File: config.mk
export PLATFORM = sky130hd
export DESIGN_NAME = glyph_3x5_cell_renderer_top_flat
export DESIGN_NICKNAME = d
export VERILOG_FILES = /design/src/design/gcr_pkg.sv /design/src/design/gcr_req_if.sv /design/src/design/gcr_rsp_if.sv /design/src/design/gcr_csr.sv /design/src/design/gcr_cell_walker.sv /design/src/design/gcr_pixel_out.sv /design/src/design/glyph_3x5_cell_renderer_top.sv /design/src/flat_wrapper.sv
export SDC_FILE = /design/constraint.sdc
export NUM_CORES = 1
export LEC_CHECK = 0
export BUFFER_PORTS_ARGS = -buffer_cell sky130_fd_sc_hd__clkbuf_2
export CAP_MARGIN = 20
export CORE_ASPECT_RATIO = 2
export CORE_MARGIN = 3
export CORE_UTILIZATION = 57
export CTS_CLUSTER_DIAMETER = 200
export CTS_CLUSTER_SIZE = 14
export DETAILED_ROUTE_END_ITERATION = 8
export PLACE_DENSITY = 0.86
export RECOVER_POWER = 100
export SYNTH_ARGS = -nofsm -noshare
export SYNTH_HDL_FRONTEND = slang
export SYNTH_HIERARCHICAL = 1
export SYNTH_SLANG_ARGS = --single-unit
File: constraint.sdc
create_clock -name clock -period 5.47 [get_ports clock]
set_clock_uncertainty 0.15 [all_clocks]
set_input_delay 0.2735 -clock clock [delete_from_list [all_inputs] [get_ports clock]]
set_output_delay 0.2735 -clock clock [all_outputs]
set_load 0.01 [all_outputs]
File: src/design/gcr_pkg.sv
// shared types, constants and glyph rom for the 3x5 cell renderer
package gcr_pkg;

   localparam int unsigned CELL_W = 4;
   localparam int unsigned CELL_H = 5;
   localparam int unsigned GLYPH_COLS = 3;
   localparam int unsigned GLYPH_BITS = GLYPH_COLS * CELL_H;

   localparam logic [7:0] VIEW_WIDTH_RST  = 8'd128;
   localparam logic [7:0] VIEW_HEIGHT_RST = 8'd97;
   localparam logic [7:0] ORIGIN_COL_RST  = 8'd0;
   localparam logic [7:0] ORIGIN_ROW_RST  = 8'd32;

   typedef enum logic [1:0] {
      CSR_VIEW_WIDTH  = 2'd0,
      CSR_VIEW_HEIGHT = 2'd1,
      CSR_ORIGIN_COL  = 2'd2,
      CSR_ORIGIN_ROW  = 2'd3
   } csr_index_type;

   typedef struct packed {
      logic [7:0] view_width;
      logic [7:0] view_height;
      logic [7:0] origin_col;
      logic [7:0] origin_row;
   } cfg_type;

   typedef struct packed {
      logic [8:0]  ram_col;
      logic [8:0]  ram_row;
      logic [15:0] pixel_color;
      logic        cell_burst;
      logic        last_pixel;
   } pixel_type;

   // glyph columns packed as {col2, col1, col0}, bit r of a column is row r
   function automatic logic [GLYPH_BITS-1:0] glyph_lookup(input logic [7:0] code);
      logic [GLYPH_BITS-1:0] g;
      unique case (code)
         8'h3A:   g = {5'h00, 5'h0A, 5'h00};
         8'h2F:   g = {5'h04, 5'h08, 5'h10};
         8'h3E:   g = {5'h11, 5'h0A, 5'h04};
         8'h30:   g = {5'h1F, 5'h11, 5'h1F};
         8'h31:   g = {5'h00, 5'h1F, 5'h00};
         8'h32:   g = {5'h17, 5'h15, 5'h1D};
         8'h33:   g = {5'h1F, 5'h15, 5'h15};
         8'h34:   g = {5'h1F, 5'h04, 5'h07};
         8'h35:   g = {5'h1D, 5'h15, 5'h17};
         8'h36:   g = {5'h1D, 5'h15, 5'h1F};
         8'h37:   g = {5'h1F, 5'h01, 5'h01};
         8'h38:   g = {5'h1F, 5'h15, 5'h1F};
         8'h39:   g = {5'h1F, 5'h15, 5'h17};
         8'h41:   g = {5'h1F, 5'h05, 5'h1F};
         8'h42:   g = {5'h0A, 5'h15, 5'h1F};
         8'h43:   g = {5'h11, 5'h11, 5'h1F};
         8'h44:   g = {5'h0E, 5'h11, 5'h1F};
         8'h45:   g = {5'h11, 5'h15, 5'h1F};
         8'h46:   g = {5'h01, 5'h05, 5'h1F};
         8'h47:   g = {5'h1D, 5'h11, 5'h1F};
         8'h48:   g = {5'h1F, 5'h04, 5'h1F};
         8'h49:   g = {5'h11, 5'h1F, 5'h11};
         8'h4B:   g = {5'h1B, 5'h04, 5'h1F};
         8'h4C:   g = {5'h10, 5'h10, 5'h1F};
         8'h4D:   g = {5'h1F, 5'h02, 5'h1F};
         8'h4E:   g = {5'h1E, 5'h01, 5'h1F};
         8'h4F:   g = {5'h1F, 5'h11, 5'h1F};
         8'h50:   g = {5'h07, 5'h05, 5'h1F};
         8'h52:   g = {5'h17, 5'h0D, 5'h1F};
         8'h53:   g = {5'h1D, 5'h15, 5'h17};
         8'h54:   g = {5'h01, 5'h1F, 5'h01};
         8'h55:   g = {5'h1F, 5'h10, 5'h1F};
         8'h56:   g = {5'h0F, 5'h10, 5'h0F};
         8'h57:   g = {5'h1F, 5'h08, 5'h1F};
         8'h58:   g = {5'h1B, 5'h04, 5'h1B};
         8'h59:   g = {5'h03, 5'h1C, 5'h03};
         default: g = '0;
      endcase
      return g;
   endfunction

endpackage

File: src/design/gcr_req_if.sv
// character request channel
interface gcr_req_if;
   logic        valid;
   logic        ready;
   logic [7:0]  start_x;
   logic [7:0]  start_y;
   logic [7:0]  char_code;
   logic [15:0] fore_color;
   logic [15:0] back_color;

   modport source (output valid, start_x, start_y, char_code, fore_color, back_color,
                   input ready);
   modport sink (input valid, start_x, start_y, char_code, fore_color, back_color,
                 output ready);
endinterface

File: src/design/gcr_rsp_if.sv
// pixel result channel
interface gcr_rsp_if;
   logic        valid;
   logic        ready;
   logic [8:0]  ram_col;
   logic [8:0]  ram_row;
   logic [15:0] pixel_color;
   logic        cell_burst;
   logic        last_pixel;

   modport source (output valid, ram_col, ram_row, pixel_color, cell_burst, last_pixel,
                   input ready);
   modport sink (input valid, ram_col, ram_row, pixel_color, cell_burst, last_pixel,
                 output ready);
endinterface

File: src/design/gcr_csr.sv
// configuration registers for view size and ram origin
module gcr_csr
   import gcr_pkg::*;
(
   input  logic          clock,
   input  logic          reset,
   input  logic          csr_wr_en,
   input  logic [1:0]    csr_index,
   input  logic [7:0]    csr_wdata,
   output cfg_type       cfg
);

   cfg_type cfg_ff;
   cfg_type cfg_in;

   always_comb begin
      cfg_in = cfg_ff;
      if (csr_wr_en) begin
         unique case (csr_index_type'(csr_index))
            CSR_VIEW_WIDTH:  cfg_in.view_width  = csr_wdata;
            CSR_VIEW_HEIGHT: cfg_in.view_height = csr_wdata;
            CSR_ORIGIN_COL:  cfg_in.origin_col  = csr_wdata;
            CSR_ORIGIN_ROW:  cfg_in.origin_row  = csr_wdata;
            default:         cfg_in = cfg_ff;
         endcase
      end
   end

   always_ff @(posedge clock) begin
      if (reset) begin
         cfg_ff.view_width  <= VIEW_WIDTH_RST;
         cfg_ff.view_height <= VIEW_HEIGHT_RST;
         cfg_ff.origin_col  <= ORIGIN_COL_RST;
         cfg_ff.origin_row  <= ORIGIN_ROW_RST;
      end else begin
         cfg_ff <= cfg_in;
      end
   end

   assign cfg = cfg_ff;

endmodule

File: src/design/gcr_cell_walker.sv
// input register with clip setup and row-major walk over the visible cell pixels
module gcr_cell_walker
   import gcr_pkg::*;
(
   input  logic       clock,
   input  logic       reset,
   input  cfg_type    cfg,
   gcr_req_if.sink    req,
   input  logic       pix_ready,
   output logic       pix_valid,
   output pixel_type  pix
);

   logic                  busy_ff, busy_in;
   logic [1:0]            col_ff, col_in;
   logic [2:0]            row_ff, row_in;
   logic [1:0]            last_col_ff, last_col_in;
   logic [2:0]            last_row_ff, last_row_in;
   logic [GLYPH_BITS-1:0] glyph_ff, glyph_in;
   logic                  burst_ff, burst_in;
   logic [8:0]            base_col_ff, base_col_in;
   logic [8:0]            base_row_ff, base_row_in;
   logic [15:0]           fore_ff, fore_in;
   logic [15:0]           back_ff, back_in;

   logic [8:0] span_x;
   logic [8:0] span_y;
   logic       fit_x;
   logic       fit_y;
   logic       on_screen;
   logic       accept;
   logic       advance;
   logic       is_last;
   logic [4:0] col_bits;
   logic       bit_set;

   // room left to the right and below the start pixel
   assign span_x    = {1'b0, cfg.view_width} - {1'b0, req.start_x};
   assign span_y    = {1'b0, cfg.view_height} - {1'b0, req.start_y};
   assign fit_x     = span_x >= 9'(CELL_W);
   assign fit_y     = span_y >= 9'(CELL_H);
   assign on_screen = (req.start_x < cfg.view_width) && (req.start_y < cfg.view_height);

   assign is_last   = (col_ff == last_col_ff) && (row_ff == last_row_ff);
   assign advance   = busy_ff && pix_ready;
   assign req.ready = !busy_ff || (pix_ready && is_last);
   assign accept    = req.valid && req.ready;

   always_comb begin
      busy_in     = busy_ff;
      col_in      = col_ff;
      row_in      = row_ff;
      last_col_in = last_col_ff;
      last_row_in = last_row_ff;
      glyph_in    = glyph_ff;
      burst_in    = burst_ff;
      base_col_in = base_col_ff;
      base_row_in = base_row_ff;
      fore_in     = fore_ff;
      back_in     = back_ff;
      if (accept) begin
         busy_in     = on_screen;
         col_in      = '0;
         row_in      = '0;
         last_col_in = fit_x ? 2'(CELL_W - 1) : span_x[1:0] - 2'd1;
         last_row_in = fit_y ? 3'(CELL_H - 1) : span_y[2:0] - 3'd1;
         glyph_in    = glyph_lookup(req.char_code);
         burst_in    = fit_x && fit_y;
         base_col_in = {1'b0, cfg.origin_col} + {1'b0, req.start_x};
         base_row_in = {1'b0, cfg.origin_row} + {1'b0, req.start_y};
         fore_in     = req.fore_color;
         back_in     = req.back_color;
      end else if (advance) begin
         if (is_last) begin
            busy_in = 1'b0;
         end
         if (col_ff == last_col_ff) begin
            col_in = '0;
            row_in = row_ff + 3'd1;
         end else begin
            col_in = col_ff + 2'd1;
         end
      end
   end

   // spacer column has no glyph bits
   always_comb begin
      case (col_ff)
         2'd0:    col_bits = glyph_ff[4:0];
         2'd1:    col_bits = glyph_ff[9:5];
         2'd2:    col_bits = glyph_ff[14:10];
         default: col_bits = '0;
      endcase
   end

   assign bit_set = (row_ff < 3'(CELL_H)) ? col_bits[row_ff] : 1'b0;

   assign pix_valid       = busy_ff;
   assign pix.ram_col     = base_col_ff + {7'd0, col_ff};
   assign pix.ram_row     = base_row_ff + {6'd0, row_ff};
   assign pix.pixel_color = bit_set ? fore_ff : back_ff;
   assign pix.cell_burst  = burst_ff;
   assign pix.last_pixel  = is_last;

   always_ff @(posedge clock) begin
      if (reset) begin
         busy_ff <= 1'b0;
      end else begin
         busy_ff <= busy_in;
      end
   end

   always_ff @(posedge clock) begin
      col_ff      <= col_in;
      row_ff      <= row_in;
      last_col_ff <= last_col_in;
      last_row_ff <= last_row_in;
      glyph_ff    <= glyph_in;
      burst_ff    <= burst_in;
      base_col_ff <= base_col_in;
      base_row_ff <= base_row_in;
      fore_ff     <= fore_in;
      back_ff     <= back_in;
   end

endmodule

File: src/design/gcr_pixel_out.sv
// output register for pixel beats
module gcr_pixel_out
   import gcr_pkg::*;
(
   input  logic       clock,
   input  logic       reset,
   input  logic       pix_valid,
   input  pixel_type  pix,
   output logic       pix_ready,
   gcr_rsp_if.source  rsp
);

   logic      valid_ff, valid_in;
   pixel_type data_ff, data_in;

   assign pix_ready = !valid_ff || rsp.ready;

   always_comb begin
      valid_in = valid_ff;
      data_in  = data_ff;
      if (pix_ready) begin
         valid_in = pix_valid;
         data_in  = pix;
      end
   end

   always_ff @(posedge clock) begin
      if (reset) begin
         valid_ff <= 1'b0;
      end else begin
         valid_ff <= valid_in;
      end
   end

   always_ff @(posedge clock) begin
      data_ff <= data_in;
   end

   assign rsp.valid       = valid_ff;
   assign rsp.ram_col     = data_ff.ram_col;
   assign rsp.ram_row     = data_ff.ram_row;
   assign rsp.pixel_color = data_ff.pixel_color;
   assign rsp.cell_burst  = data_ff.cell_burst;
   assign rsp.last_pixel  = data_ff.last_pixel;

endmodule

File: src/design/glyph_3x5_cell_renderer_top.sv
// top level of the 3x5 glyph cell renderer
// latency: the first pixel beat passes the walker registers, then the output register
// throughput: one pixel beat per cycle unless the receiver stalls, set by the single pixel
//   walker and output register; a character gives one beat per visible pixel (up to 20)
// an off-screen character is accepted and gives no beats
// reset: synchronous, active high; clears the walker and output valid, loads view defaults
module glyph_3x5_cell_renderer_top
   import gcr_pkg::*;
(
   input  logic      clock,
   input  logic      reset,
   gcr_req_if.sink   req,
   gcr_rsp_if.source rsp,
   input  logic      csr_wr_en,
   input  logic [1:0] csr_index,
   input  logic [7:0] csr_wdata
);

   cfg_type   cfg;
   pixel_type pix;
   logic      pix_valid;
   logic      pix_ready;

   gcr_csr u_csr (
      .clock     (clock),
      .reset     (reset),
      .csr_wr_en (csr_wr_en),
      .csr_index (csr_index),
      .csr_wdata (csr_wdata),
      .cfg       (cfg)
   );

   gcr_cell_walker u_walker (
      .clock     (clock),
      .reset     (reset),
      .cfg       (cfg),
      .req       (req),
      .pix_ready (pix_ready),
      .pix_valid (pix_valid),
      .pix       (pix)
   );

   gcr_pixel_out u_out (
      .clock     (clock),
      .reset     (reset),
      .pix_valid (pix_valid),
      .pix       (pix),
      .pix_ready (pix_ready),
      .rsp       (rsp)
   );

endmodule

File: src/flat_wrapper.sv
// flat-port wrapper written by rule: the top's interface ports become plain ports
module glyph_3x5_cell_renderer_top_flat import gcr_pkg::*;
  (clock, reset, csr_wr_en, csr_index, csr_wdata, req_valid, req_start_x, req_start_y, req_char_code, req_fore_color, req_back_color, req_ready, rsp_valid, rsp_ram_col, rsp_ram_row, rsp_pixel_color, rsp_cell_burst, rsp_last_pixel, rsp_ready);
  gcr_req_if req_i ();
  gcr_rsp_if rsp_i ();
  input  logic clock;
  input  logic reset;
  input  logic csr_wr_en;
  input  logic [1:0] csr_index;
  input  logic [7:0] csr_wdata;
  input wire logic [$bits(req_i.valid)-1:0] req_valid;
  input wire logic [$bits(req_i.start_x)-1:0] req_start_x;
  input wire logic [$bits(req_i.start_y)-1:0] req_start_y;
  input wire logic [$bits(req_i.char_code)-1:0] req_char_code;
  input wire logic [$bits(req_i.fore_color)-1:0] req_fore_color;
  input wire logic [$bits(req_i.back_color)-1:0] req_back_color;
  output wire logic [$bits(req_i.ready)-1:0] req_ready;
  output wire logic [$bits(rsp_i.valid)-1:0] rsp_valid;
  output wire logic [$bits(rsp_i.ram_col)-1:0] rsp_ram_col;
  output wire logic [$bits(rsp_i.ram_row)-1:0] rsp_ram_row;
  output wire logic [$bits(rsp_i.pixel_color)-1:0] rsp_pixel_color;
  output wire logic [$bits(rsp_i.cell_burst)-1:0] rsp_cell_burst;
  output wire logic [$bits(rsp_i.last_pixel)-1:0] rsp_last_pixel;
  input wire logic [$bits(rsp_i.ready)-1:0] rsp_ready;
  assign req_i.valid = req_valid;
  assign req_i.start_x = req_start_x;
  assign req_i.start_y = req_start_y;
  assign req_i.char_code = req_char_code;
  assign req_i.fore_color = req_fore_color;
  assign req_i.back_color = req_back_color;
  assign req_ready = req_i.ready;
  assign rsp_valid = rsp_i.valid;
  assign rsp_ram_col = rsp_i.ram_col;
  assign rsp_ram_row = rsp_i.ram_row;
  assign rsp_pixel_color = rsp_i.pixel_color;
  assign rsp_cell_burst = rsp_i.cell_burst;
  assign rsp_last_pixel = rsp_i.last_pixel;
  assign rsp_i.ready = rsp_ready;
  glyph_3x5_cell_renderer_top u_core (.clock(clock), .reset(reset), .req(req_i), .rsp(rsp_i), .csr_wr_en(csr_wr_en), .csr_index(csr_index), .csr_wdata(csr_wdata));
endmodule
# Yosys cells after proc, flatten, opt, wreduce, memory -nomap -nowiden
# Memory sizes are Yosys's and may differ from the RTL's. A register that Yosys moved wholly into a read port is not among the register bits.
# Cells that the tools add are included.
[classes]
mux = 9
reduce_logical = 20
n_lt_le_gt_ge = 6
addsub = 10
n_eq_ne = 7
[op_table]
columns = ["op", "count"]
rows = [
  ["$add A8 B8 Y9", 2],
  ["$ge A9 B3 Y1 const B", 2],
  ["$sub A8 B8 Y9", 2],
  ["$lt A8 B8 Y1", 2],
  ["$mux W16", 1],
  ["$pmux W5 S3", 1],
  ["$reduce_and A2 Y1", 6],
  ["$add A9 B2 Y9", 1],
  ["$add A9 B3 Y9", 1],
  ["$eq A2 B2 Y1 const B", 3],
  ["$logic_and A1 B1 Y1", 6],
  ["$mux W1", 5],
  ["$eq A2 B1 Y1 const B", 2],
  ["$logic_not A2 Y1", 2],
  ["$lt A3 B4 Y1 const B", 1],
  ["$reduce_bool A2 Y1", 2],
  ["$add A3 B1 Y3 const B", 1],
  ["$bmux W1 S3", 1],
  ["$eq A3 B3 Y1", 1],
  ["$lt A3 B3 Y1 const B", 1],
  ["$sub A3 B1 Y3 const B", 1],
  ["$add A2 B1 Y2 const B", 1],
  ["$eq A2 B2 Y1", 1],
  ["$logic_not A1 Y1", 2],
  ["3 further kinds", 4],
]
[word_totals]
out_inout_bits = 38
mem_bits_ro = 1920
inputBits = 71
wordCells = 73
memories = 1
ff_bits = 131
[memory_table]
columns = ["name", "words", "width", "read_ports", "rd_ports_with_merged_regs", "write_ports", "line_no", "text"]
rows = [
  ["(no name shown)", 128, 15, 1, 1, 0, "gcr_pkg.sv:39", "unique case (code)"],
]

# Longest topological paths before layout
# Gate-level depths: netlist (run 1).
[depth]
ltp_word = 7
depth_mapped = 10

# Cells and area by module
# Netlist (run 1), hierarchy kept.
[by_module_without_submodules]
columns = ["mod", "seq_area_each_um2", "area_each_um2", "cells_per_inst", "n_inst"]
rows = [
  ["gcr_cell_walker", 2252.2, 5567.8, 559, 1],
  ["gcr_csr", 640.6, 1281.2, 120, 1],
  ["gcr_pixel_out", 1101.1, 1127.3, 40, 1],
]

# Worst setup path before layout (run 1)
# Ideal clock, no wire load.
[synth_timing]
path_kind = "register to register"
start = "register u_core.u_walker.col_ff[1]"
end = "register u_core.u_walker.back_ff[0], enable pin"
stages_incl_launch_ff = 7
required_time_ns = 4.861
period_less_slack_ns = 3.984
arrival_time_ns = 3.375
path_slack_ns = 1.486
setup_ns = 0.459
cell_sequence = "dfxtp_1 xnor2_1 nand2_1 nor4_1 a21bo_2 and2_1 clkbuf_1"
[synth_between]
elab_chain_len = 5
[synth_rtl]
columns = ["element", "line_no", "text"]
rows = [
  ["start: declaration", "gcr_cell_walker.sv:15", "logic [1:0] col_ff, col_in;"],
  ["start signal: assignment", "gcr_cell_walker.sv:114", "col_ff <= col_in;"],
  ["$eq A2 B2 Y1", "gcr_cell_walker.sv:44", "assign is_last = (col_ff == last_col_ff) && (row_ff == last_row_ff);"],
  ["$logic_and A1 B1 Y1", "gcr_cell_walker.sv:44", ""],
  ["via u_core.u_walker.is_last", "gcr_cell_walker.sv:33", "logic is_last;"],
  ["$logic_and A1 B1 Y1", "gcr_cell_walker.sv:46", "assign req.ready = !busy_ff || (pix_ready && is_last);"],
  ["$logic_or A1 B1 Y1", "gcr_cell_walker.sv:46", ""],
  ["via req_ready", "flat_wrapper.sv:17", "output wire logic [$bits(req_i.ready)-1:0] req_ready;"],
  ["$logic_and A1 B1 Y1", "gcr_cell_walker.sv:47", "assign accept = req.valid && req.ready;"],
  ["via u_core.u_walker.accept", "gcr_cell_walker.sv:31", "logic accept;"],
  ["end signal: assignment", "gcr_cell_walker.sv:123", "back_ff <= back_in;"],
  ["end: declaration", "gcr_cell_walker.sv:24", "logic [15:0] back_ff, back_in;"],
]
# The timed path passes the listed nets, and every way through them passes these cells.
# A chain may end at the register's enable or synchronous reset.

# Final worst setup path (run 1)
[layout_timing]
start = "register u_core.u_out.valid_ff, in the netlist u_core/u_out/rsp.valid"
end = "register u_core.u_walker.fore_ff[13], enable pin"
[layout_between]
elab_chain_len = 5
[layout_rtl]
columns = ["element", "line_no", "text"]
rows = [
  ["start: declaration", "gcr_pixel_out.sv:13", "logic valid_ff, valid_in;"],
  ["start signal: assignment", "gcr_pixel_out.sv:31", "valid_ff <= valid_in;"],
  ["$logic_not A1 Y1", "gcr_pixel_out.sv:16", "assign pix_ready = !valid_ff || rsp.ready;"],
  ["$logic_or A1 B1 Y1", "gcr_pixel_out.sv:16", ""],
  ["via u_core.pix_ready", "glyph_3x5_cell_renderer_top.sv:22", "logic pix_ready;"],
  ["$logic_and A1 B1 Y1", "gcr_cell_walker.sv:46", ""],
  ["$logic_or A1 B1 Y1", "gcr_cell_walker.sv:46", ""],
  ["$logic_and A1 B1 Y1", "gcr_cell_walker.sv:47", ""],
  ["end signal: assignment", "gcr_cell_walker.sv:122", "fore_ff <= fore_in;"],
  ["end: declaration", "gcr_cell_walker.sv:23", "logic [15:0] fore_ff, fore_in;"],
]
# The timed path passes the listed nets, and every way through them passes these cells.

==> metrics.log, run 1 <==
INFO  metric track_usage = 25.5%
INFO  metric synth.most_common_cell = sky130_fd_sc_hd__edfxtp_1
INFO  metric synth_seq_cells = 146
INFO  metric finalWeightedCongestion = about 0.95
INFO  metric drt.antenna.violating_nets = 0
INFO  metric avgSynthCellArea = about 11 µm²
INFO  metric layout-drive-gt1-share = 13.8%
INFO  metric synth_common_cells = sky130_fd_sc_hd__edfxtp_1 (107), sky130_fd_sc_hd__ha_1 (54), sky130_fd_sc_hd__inv_1 (51), sky130_fd_sc_hd__nor2_1 (51), sky130_fd_sc_hd__a21oi_1 (48)
INFO  metric yosys_warnings = 6
INFO  metric cts.sinks = between 100 and 150
INFO  metric post_cts.resized_instances = 0
INFO  metric post_cts.repair.setup_buffers = 0
INFO  metric timing.slew.headroom = -27.2%
INFO  metric dr.pass1.iters = 6
INFO  metric timing.setup.tns = 0 ns
INFO  metric period_share = a little over two thirds
INFO  metric synth_nets = 850
INFO  metric powerDensity = 301 nW/µm²
INFO  metric crit_type = flip-flop to flip-flop
INFO  metric drc_errors = 0
INFO  metric grt_pass1_vias = between 6000 and 7000
INFO  metric clock_tree.buffer_depth = 2
INFO  metric layout_min_cycle_time = about 3.8 ns
INFO  metric nets = roughly 1000
INFO  metric post_cts_hold_buffer_count = 35
INFO  metric placement_rows = 60
INFO  metric grt_overflow = 0
INFO  metric tritoncts = yes
INFO  metric detailed_place_hpwl = 13.0 mm
INFO  metric drt-initial-drc-count = ~580
INFO  metric die_w = roughly 90 µm
INFO  metric worst_hold_path_type = primary input to flip-flop
INFO  metric critPathMaxFanout = 42
INFO  metric routed-via-count = 6008
INFO  metric number_of_antenna_violations_at_the_first_check_in_global_routing = 0
INFO  metric vias_cell = ~5.7
INFO  metric wire_length_of_the_first_global_routing_pass = approximately 30 mm
INFO  metric timing.max_cap.violations = 2
INFO  metric cellLeakagePower = a little under 4 nW
INFO  metric violations_in_the_final_reports = max-capacitance violations, max-slew violations
INFO  metric synthCells = 719
INFO  metric ys_async_sr_fraction = 0%
INFO  metric critical_path_required = around 5.4 ns
INFO  metric num_antenna_cells = 0
INFO  metric synth_top_cell_area_share = between 40 and 50%
INFO  metric wire_length_per_cell_after_detailed_routing = between 15 and 20 µm
INFO  metric grt_start_max_net_pins = between 40 and 50
INFO  metric area.growth.synth_to_final = 19.1%
INFO  metric pin_count = around 110
INFO  metric worst_ir_drop_vdd = between 0.2 and 0.25 mV
INFO  metric synth_top_cells_by_area = sky130_fd_sc_hd__edfxtp_1 (40%), sky130_fd_sc_hd__dfxtp_1 (9.8%), sky130_fd_sc_hd__ha_1 (8.5%), sky130_fd_sc_hd__mux2i_1 (4.3%), sky130_fd_sc_hd__nand2b_1 (3.2%)
INFO  metric worst_hold_slack = around 0.013 ns
INFO  metric start_util = 58.7%
INFO  metric clkTransAtPathRegs = about 0.070 ns
INFO  metric netlist_area_before_placement = 7980 µm²
INFO  metric worst-endpoint-arrival = around 3.7 ns
INFO  metric worstSkewPairLatency = between 0.4 and 0.5 ns
INFO  metric rsz0062_at_grt = false
INFO  metric synth-seq-area-share = approximately half
INFO  metric post_synth_edffs = about 110
INFO  metric cts_root_buffer = sky130_fd_sc_hd__clkbuf_16
INFO  metric startpoint_type = flip-flop
INFO  metric clock.fmax = around 260 MHz
INFO  metric dominantRegCellSynth = sky130_fd_sc_hd__edfxtp_1
INFO  metric hold_viol = 0
INFO  metric critical_path.endpoint_type = flip-flop
INFO  metric floorplan.die_area = around 16000 µm²
INFO  metric status = finished with violations
INFO  metric layout.core_utilization = around 70%
INFO  metric placement.io_buffers = around 110
INFO  metric floorplan.die.height = between 150 and 200 µm
INFO  metric core-area = about 14000 µm²
INFO  metric timing_max_transition_violations_final = 91
INFO  metric setup_viol = 0
INFO  metric netlist.top_cell.by_area = sky130_fd_sc_hd__edfxtp_1
INFO  metric worst-slew-pin-transition = between 1.5 and 2 ns
INFO  metric postRouteWirelength = 19.2 mm
INFO  metric cts_htree_levels = 4
INFO  metric cts_inserted_buffers = 17
INFO  metric ys_types = 64
==> sequential cells by signal (all words and copies together) (netlist names), 2 cells and up <==
name	flops
u_core/u_csr/cfg	32
u_core/u_walker/fore_ff	16
u_core/u_walker/last_col_ff	2
u_core/u_walker/back_ff	16
u_core/u_out/rsp.ram_row	9
u_core/u_walker/glyph_ff	15
u_core/u_out/rsp.pixel_color	16
u_core/u_walker/base_row_ff	9
u_core/u_walker/row_ff	3
u_core/u_walker/last_row_ff	3
u_core/u_walker/base_col_ff	9
u_core/u_walker/col_ff	2
u_core/u_out/rsp.ram_col	9
==> final cells by class <==
| class | instances | area [µm²] |
|---|---|---|
| Inverter | 51 | 191 |
| Multi-Input combinational cell | 495 | 3650 |
| Clock inverter | 15 | 165 |
| Sequential cell | 146 | 3990 |
| Timing Repair Buffer | 144 | 842 |
| Tap cell | 186 | 233 |
| Clock buffer | 17 | 425 |
| Fill cell | 966 | 4090 |
==> worst max-delay path: stages (launching register included) <==
cell                       delay (ns)
sky130_fd_sc_hd__dfxtp_1         0.32
sky130_fd_sc_hd__nand2b_1        1.30
sky130_fd_sc_hd__a21bo_2         0.34
sky130_fd_sc_hd__and2_2          0.76
sky130_fd_sc_hd__buf_4           0.53
==> layer usage <==
layer | up-vias | part of all wire (%) | global-route usage [%]
met5 | - | 0 | 0
met4 | 0 | 3.0 | 9.01
met3 | 46 | 4.4 | 4.61
met2 | 243 | 57 | 48.1
met1 | 2846 | 36 | 26.6
li1 | 2873 | - | -
==> kinds of logic after synthesis <==
| logic type | Yosys count | share of synthesized area (%) |
|---|---|---|
| flip-flops | 146 | 50.1 |
| XOR/XNOR | 40 | 4.39 |
| buffers and inverters | 78 | 3.86 |
| adder cells (fa/ha/maj) | 60 | 9.98 |
| multiplexers | 53 | 7.09 |
| AND/OR/NAND/NOR | 194 | 12.6 |
| AO/OA/AOI/OAI | 148 | 12.0 |
==> through the flow <==
stage | std cells | power [mW] | worst slack, ns | cell area, µm²
detailed placement | 987 | 1.71 | 2.32 | 8640
CTS | 1054 | 2.87 | 2.19 | 9580
finish | 1054 | 2.86 | 1.68 | 9500
floorplan | 719 | 1.58 | 1.49 | 7980
global placement | 987 | 1.70 | 2.43 | 8640
global route | 1054 | 2.97 | 1.43 | 9500
==> path summary, 6_finish.rpt <==
kind,cells past startpoint,slack (ns),startpoint,to
setup / recovery,4,1.68,u_core/u_out/rsp.valid,u_core/u_walker/fore_ff[13]
hold / removal,3,0.01,csr_wdata[5],u_core/u_csr/cfg[29]
setup reg to reg,4,1.68,u_core/u_out/rsp.valid,u_core/u_walker/fore_ff[13]
hold reg to reg,0,0.30,u_core/u_walker/burst_ff,u_core/u_out/rsp.cell_burst
==> cells in the final DEF, fill, tap and decap left out, types with 16 or more instances in the layout <==
cell type,n
sky130_fd_sc_hd__dlygate4sd3_1,35
sky130_fd_sc_hd__mux2i_1,34
sky130_fd_sc_hd__clkbuf_1,45
sky130_fd_sc_hd__o21ai_0,34
sky130_fd_sc_hd__nand2b_1,42
sky130_fd_sc_hd__edfxtp_1,107
sky130_fd_sc_hd__xor2_1,16
sky130_fd_sc_hd__inv_1,51
sky130_fd_sc_hd__a21oi_1,49
sky130_fd_sc_hd__xnor2_1,24
sky130_fd_sc_hd__clkbuf_2,63
sky130_fd_sc_hd__dfxtp_1,39
sky130_fd_sc_hd__clkbuf_16,17
sky130_fd_sc_hd__nand2_1,40
sky130_fd_sc_hd__ha_1,54
sky130_fd_sc_hd__nor2_1,52
sky130_fd_sc_hd__mux2_2,16
==> report_power, final <==
group / switching [mW] / internal [mW] / total, mW
combinational: 0.228 / 0.166 / 0.394
sequential: 0.0383 / 1.28 / 1.32
clock: 0.496 / 0.649 / 1.15
Note: power is estimated with default switching activity, not from simulation.
==> run 2, diff against run 1 <==
--- a/config.mk
+++ b/config.mk
@@ -9,11 +9,11 @@
 export CAP_MARGIN = 20
 export CORE_ASPECT_RATIO = 2
 export CORE_MARGIN = 3
-export CORE_UTILIZATION = 57
+export CORE_UTILIZATION = 53
 export CTS_CLUSTER_DIAMETER = 200
 export CTS_CLUSTER_SIZE = 14
 export DETAILED_ROUTE_END_ITERATION = 8
-export PLACE_DENSITY = 0.86
+export PLACE_DENSITY = 0.84
 export RECOVER_POWER = 100
 export SYNTH_ARGS = -nofsm -noshare
 export SYNTH_HDL_FRONTEND = slang
==> constraint.sdc (replaced) <==
create_clock -name clock -period 3.2 [get_ports clock]
set_clock_uncertainty 0.15 [all_clocks]
set_input_delay 0.16 -clock clock [delete_from_list [all_inputs] [get_ports clock]]
set_output_delay 0.16 -clock clock [all_outputs]
set_load 0.01 [all_outputs]
==> run 2 against run 1 <==
Net effect: the run still ends with max-capacitance violations, max-slew violations left; sequential power is 71% higher; fmax is 31% higher; first-iteration DRC count is 20% lower; non-clock buffer count is 5 higher; core utilization is 4.2 points lower; combinational power is 74% higher; clock power is 78% higher; cell count is 1.0% higher; routed wire length is 3.3% higher; sequential share of layout area is 0.36 points lower; via count is 1.7% higher; count of clock-buffer cells in the layout is 2 higher.
==> metrics.log, run 2 (synthesized netlist as in run 1, its figures left out) <==
INFO  metric mostFrequentLayoutCell = sky130_fd_sc_hd__edfxtp_1
INFO  metric timing.setup.tns = 0 ns
INFO  metric number_of_antenna_violations_at_the_first_check_in_global_routing = 0
INFO  metric reg2reg_setup_slack = between 0.2 and 0.3 ns
INFO  metric clock_tree.buffer_depth = 2
INFO  metric worst_hold_path_type = primary input to flip-flop
INFO  metric cp_cell_sequence = xnor2_1, nand2_1, nor4_1, a21bo_2, and2_2, clkbuf_2
INFO  metric clock.fmax = ~340 MHz
INFO  metric start_util = about 55%
INFO  metric rr_worst_depth = 6
INFO  metric largest_register_ff_count = 32
INFO  metric wire_length_per_cell_after_detailed_routing = 18.6 µm
INFO  metric placement_rows = 62
INFO  metric num_antenna_cells = 0
INFO  metric worst-endpoint-arrival = ~2.8 ns
INFO  metric worst_path_largest_cell_delay = 0.70 ns
INFO  metric layout-drive-gt1-share = 13.7%
INFO  metric worst_reg2reg_path_startpoint = u_core/u_walker/col_ff[1]
INFO  metric floorplan.die_area = roughly 17000 µm²
INFO  metric cp.depth = 6
INFO  metric nets = 991
INFO  metric violations_in_the_final_reports = max-capacitance violations, max-slew violations
INFO  metric timing_max_transition_violations_final = 48
INFO  metric wire_length_of_the_first_global_routing_pass = ~31 mm
INFO  metric cts_inserted_buffers = 17
INFO  metric worst-slew-pin-transition = 1.62 ns
INFO  metric setup_viol = 0
INFO  metric tritoncts = yes
INFO  metric critPathMaxFanout = 39
INFO  metric drt-initial-drc-count = 461
INFO  metric dr.pass1.iters = 5
INFO  metric drc_errors = 0
INFO  metric critical_path.endpoint_type = flip-flop
INFO  metric finalWeightedCongestion = roughly 0.92
INFO  metric critical-path-top-delay-family = simple AND/OR/NAND/NOR gates
INFO  metric grt_pass1_vias = ~6300
INFO  metric worst_hold_slack = between 0.01 and 0.015 ns
INFO  metric vias_cell = 5.74
INFO  metric cts.sinks = between 100 and 150
INFO  metric worst_hold_path_stage_count = 3
INFO  metric worstSkewPairLatency = between 0.4 and 0.5 ns
INFO  metric worst_hold_startpoint = csr_wdata[4]
INFO  metric routed-via-count = a little over 6000
INFO  metric grt_overflow = 0
INFO  metric status = finished with violations
INFO  metric track_usage = between 20% and 30%
INFO  metric critical_path_required = 3.09 ns
INFO  metric startpoint = u_core/u_walker/col_ff[1]
INFO  metric powerDensity = about 520 nW/µm²
INFO  metric layout_common_cells = sky130_fd_sc_hd__edfxtp_1 (107), sky130_fd_sc_hd__clkbuf_2 (62), sky130_fd_sc_hd__ha_1 (54)
INFO  metric detailed_place_hpwl = ~13 mm
INFO  metric drt.antenna.violating_nets = 0
INFO  metric core-area = around 15000 µm²
INFO  metric hold_viol = 0
INFO  metric crit_type = flip-flop to flip-flop
INFO  metric cellLeakagePower = ~4.0 nW
INFO  metric pin_count = 109
INFO  metric die_w = 92.7 µm
INFO  metric grt_start_max_net_pins = 48
INFO  metric worstPathBufferInverterCount = 1
INFO  metric crit_slowest_cell = sky130_fd_sc_hd__clkbuf_2
INFO  metric finalPower = about 5 mW
INFO  metric postRouteWirelength = between 15 and 20 mm
INFO  metric startpoint_type = flip-flop
INFO  metric cts_root_buffer = sky130_fd_sc_hd__clkbuf_16
INFO  metric floorplan.die.height = 179 µm
INFO  metric worst_ir_drop_vdd = approximately 0.37 mV
INFO  metric cts_htree_levels = 4
INFO  metric timing.max_cap.violations = 1
INFO  metric placement.io_buffers = roughly 110
INFO  metric clkTransAtPathRegs = approximately 0.06 ns
INFO  metric layout_min_cycle_time = about 2.9 ns
INFO  metric period_share = between 90% and 100%
INFO  metric area.growth.synth_to_final = 20.2%
INFO  metric timing.slew.headroom = -8.27%
INFO  metric rsz0062_at_grt = false
[run 2: repair_timing]
item / in CTS / in global routing
hold buffers: 39 / 0
resized for setup: 0 / 0
buffers inserted: 0 / 0
endpoints found under the hold margin: 51 / 0
setup endpoints to repair: 0 / 0
[run 2: path summary, 6_finish.rpt]
kind	to
setup / recovery	u_core/u_walker/glyph_ff[13]
hold / removal	u_core/u_csr/cfg[28]
setup reg to reg	u_core/u_walker/glyph_ff[13]
hold reg to reg	u_core/u_out/rsp.cell_burst
[run 2: stage by stage]
stage | instances | setup WS [ns] | area (µm²) | utilization [%]
6_report | 1065 | 0.296 | 9580 | 65.7
5_1_grt | 1065 | 0.176 | 9580 | 65.7
4_1_cts | 1065 | 0.388 | 9660 | 66.2
3_5_place_dp | 994 | 0.434 | 8660 | 59.4
3_3_place_gp | 994 | 0.535 | 8660 | 59.4
2_1_floorplan | 719 | 0.331 | 7980 | -
[run 2: per-layer routing]
layer  routed length (µm)  GRT usage [%]  up-vias
met2                11300           45.9      248
met5                    0              0        -
li1                     -              -     2889
met1                 6940           23.6     2924
met4                  800           12.3        0
met3                  853           3.39       50
[run 2: where the power goes]
group	total [mW]	switching [mW]	internal, mW
Sequential	2.26	0.0626	2.19
Clock	2.05	0.810	1.24
Combinational	0.684	0.396	0.288
Total	4.99	1.27	3.72
[run 2: worst reg2reg max path, cell delays in order (launching register included)]
cell,delay [ns]
sky130_fd_sc_hd__dfxtp_1,0.49
sky130_fd_sc_hd__xnor2_1,0.16
sky130_fd_sc_hd__nand2_1,0.15
sky130_fd_sc_hd__nor4_1,0.46
sky130_fd_sc_hd__a21bo_2,0.24
sky130_fd_sc_hd__and2_2,0.16
sky130_fd_sc_hd__clkbuf_2,0.70
[run 2: final cells by class]
type / count / area [µm²]
fill: 1111 / 5000
sequential: 146 / 3990
multi-input combinational: 495 / 3670
timing repair buffer: 149 / 881
clock buffer: 19 / 433
tap: 192 / 240
inverter: 51 / 191
clock inverter: 13 / 175
==> run 3, diff against run 2 <==
--- a/config.mk
+++ b/config.mk
@@ -15,6 +15,7 @@
 export DETAILED_ROUTE_END_ITERATION = 8
 export PLACE_DENSITY = 0.84
 export RECOVER_POWER = 100
+export SETUP_SLACK_MARGIN = 0.4
 export SYNTH_ARGS = -nofsm -noshare
 export SYNTH_HDL_FRONTEND = slang
 export SYNTH_HIERARCHICAL = 1
==> run 3 against run 2 <==
Net effect: the flow still finishes with violations (max-capacitance violations, max-slew violations); cell area shrank 0.37%; largest power group unchanged; combinational power grew 0.9%; cell count grew 0.19%; routed wire length shrank 4.3%; clock power shrank 12%; die area is the same; largest cell class unchanged; core utilization shrank 0.24 points; first-iteration DRC count shrank 18%; power shrank 4.8%; sequential share of layout area grew 0.17 points; non-clock buffer count grew 2.
==> metrics.log, run 3 (synthesized netlist as in run 1, its figures left out) <==
INFO  metric status = finished with violations
INFO  metric violations_in_the_final_reports = max-capacitance violations, max-slew violations
INFO  metric fillCellCount = approximately 1100
INFO  metric clock_tree.buffer_depth = 2
INFO  metric worst_hold_startpoint = csr_wdata[4]
INFO  metric powerDensity = slightly below 500 nW/µm²
INFO  metric tritoncts = yes
INFO  metric crit_path_frequent_cell = sky130_fd_sc_hd__nor2_1
INFO  metric largest_register_ff_count = 32
INFO  metric core-area = approximately 15000 µm²
INFO  metric reg2reg_setup_slack = about 0.38 ns
INFO  metric clkTransAtPathRegs = around 0.06 ns
INFO  metric routed-via-count = 6108
INFO  metric floorplan.die_area = 16600 µm²
INFO  metric cp_cell_sequence = inv_1, ha_1, a222oi_1, mux4_2, nor2_1, a21oi_1, nor2_1, buf_12, mux2_2
INFO  metric vias_cell = roughly 5.7
INFO  metric rsz0062_at_grt = false
INFO  metric track_usage = around 23%
INFO  metric number_of_antenna_violations_at_the_first_check_in_global_routing = 0
INFO  metric area.growth.synth_to_final = 19.7%
INFO  metric layout_min_cycle_time = roughly 2.8 ns
INFO  metric grt_overflow = 0
INFO  metric critical_path.endpoint_type = flip-flop
INFO  metric worstSkewPairLatency = 0.42 ns
INFO  metric placed_cells_incl_taps = slightly below 1000
INFO  metric setup_viol = 0
INFO  metric period_share = slightly below 90%
INFO  metric drc_errors = 0
INFO  metric grt_pass1_vias = ~6200
INFO  metric r2r_end = u_core/u_out/rsp.pixel_color[12]
INFO  metric timing.slew.headroom = -12.0%
INFO  metric placement.io_buffers = about 110
INFO  metric critical_path_required = between 3 and 4 ns
INFO  metric dr.pass1.iters = 5
INFO  metric layout_common_cells = sky130_fd_sc_hd__edfxtp_1 (107), sky130_fd_sc_hd__clkbuf_2 (63), sky130_fd_sc_hd__ha_1 (54)
INFO  metric worst_reg2reg_path_startpoint = u_core/u_walker/col_ff[0]
INFO  metric cts_root_buffer = sky130_fd_sc_hd__clkbuf_16
INFO  metric crit_type = flip-flop to flip-flop
INFO  metric drt.antenna.violating_nets = 0
INFO  metric wire_length_per_cell_after_detailed_routing = 17.8 µm
INFO  metric worstPathBufferInverterCount = 2
INFO  metric share_comb_of_total_power = between 10% and 20%
INFO  metric pin_count = approximately 110
INFO  metric cts_inserted_buffers = 17
INFO  metric nets = just under 1000
INFO  metric mostFrequentLayoutCell = sky130_fd_sc_hd__edfxtp_1
INFO  metric worst-slew-pin-transition = 1.68 ns
INFO  metric num_antenna_cells = 0
INFO  metric cts_htree_levels = 4
INFO  metric placement_rows = 62
INFO  metric finalWeightedCongestion = between 0.9 and 1
INFO  metric worst_hold_path_stage_count = 3
INFO  metric power.share.sequential = a little under half
INFO  metric power.clock.fraction = between 30% and 40%
INFO  metric worst-endpoint-arrival = 2.83 ns
INFO  metric startpoint_type = flip-flop
INFO  metric wire_length_of_the_first_global_routing_pass = approximately 30 mm
INFO  metric clock.fmax = around 350 MHz
INFO  metric start_util = a little over half
INFO  metric setup_slack_at_placement = approximately 0.41 ns
INFO  metric hold_viol = 0
INFO  metric floorplan.die.height = around 180 µm
INFO  metric critPathMaxFanout = 11
INFO  metric drt-initial-drc-count = 378
INFO  metric layout-drive-gt1-share = between 10% and 20%
INFO  metric critical-path-top-delay-family = multiplexers
INFO  metric cellLeakagePower = ~4.0 nW
INFO  metric stdcell_count = between 1000 and 1500
INFO  metric rr_worst_depth = 9
INFO  metric grt_start_max_net_pins = 52
INFO  metric timing.max_cap.violations = 1
INFO  metric die_w = 92.7 µm
INFO  metric internal-power = around 3.5 mW
INFO  metric layout.core_utilization = between 60% and 70%
INFO  metric switching_share = roughly a quarter
INFO  metric cts.sinks = 146
INFO  metric worstHoldEndpoint = u_core/u_csr/cfg[12]
INFO  metric worst_path_largest_cell_delay = 0.48 ns
INFO  metric finalPower = about 4.7 mW
INFO  metric final_worst_path_setup_slack = between 0.3 and 0.4 ns
INFO  metric detailed_place_hpwl = ~13 mm
INFO  metric timing_max_transition_violations_final = 48
INFO  metric worst_hold_path_type = primary input to flip-flop
INFO  metric crit_slowest_cell = sky130_fd_sc_hd__mux4_2
INFO  metric postRouteWirelength = approximately 19 mm
INFO  metric worst_ir_drop_vdd = approximately 0.31 mV
INFO  metric timing.setup.tns = 0 ns
INFO  metric switchingPower = roughly 1.3 mW
## run 3: how the worst max path moves through the flow
stage	start	end	slack (ns)	cells after the start
floorplan	u_core/u_walker/col_ff[0]	u_core/u_out/rsp.pixel_color[5]	0.71	9
global placement	u_core/u_walker/col_ff[1]	u_core/u_out/rsp.pixel_color[0]	0.54	8
detailed placement	u_core/u_walker/col_ff[1]	u_core/u_out/rsp.pixel_color[12]	0.41	8
CTS	req_start_y[0]	u_core/u_walker/burst_ff	0.41	10
global route	u_core/u_walker/col_ff[0]	u_core/u_out/rsp.pixel_color[13]	0.24	9
finish	u_core/u_walker/col_ff[0]	u_core/u_out/rsp.pixel_color[12]	0.38	9
## run 3: worst register-to-register path, cell delays in order, from the launching register on
cell and delay, ns:
sky130_fd_sc_hd__dfxtp_1 0.36, sky130_fd_sc_hd__inv_1 0.16, sky130_fd_sc_hd__ha_1 0.29, sky130_fd_sc_hd__a222oi_1 0.15
sky130_fd_sc_hd__mux4_2 0.48, sky130_fd_sc_hd__nor2_1 0.10, sky130_fd_sc_hd__a21oi_1 0.05, sky130_fd_sc_hd__nor2_1 0.30
sky130_fd_sc_hd__buf_12 0.19, sky130_fd_sc_hd__mux2_2 0.35
## run 3: repair_timing
action	in CTS	in global routing
endpoints found under the hold margin	51	0
buffers inserted	2	0
setup endpoints to repair	13	18
pin swaps	1	3
hold buffers	39	0
gates resized for setup	0	5
## run 3: area by class of cell
cell class	instances	area, µm²	share of cell area [%]
clock buffer	17	425	4.45
clock inverter	15	118	1.23
inverter	51	191	2.00
multi-input combinational	495	3670	38.4
sequential	146	4000	41.8
tap	192	240	2.52
timing repair buffer	151	913	9.56
## run 3: power by group through the flow
stage	clock [mW]	sequential (mW)	combinational [mW]
6_report	1.81	2.25	0.690
5_1_grt	1.92	2.26	0.753
4_1_cts	1.84	2.25	0.703
3_5_place_dp	0	2.29	0.647
3_3_place_gp	0	2.28	0.633
2_1_floorplan	0	2.30	0.400
## run 3: per-layer routing
metal	global-route usage (%)	routed length (µm)	up-vias	share of wire, %
met1	23.3	6700	2915	35
met2	44.2	10600	248	56
met4	10.5	716	0	3.8
met5	0	0	-	0
li1	-	-	2893	-
met3	4.31	934	52	4.9
## run 3: per-stage QoR
step	cell area (µm²)	hold slack, ns
2_1_floorplan	7980	0.0724
3_3_place_gp	8670	0.187
3_5_place_dp	8670	0.189
4_1_cts	9630	0.0269
5_1_grt	9550	0.0381
6_report	9550	0.0214
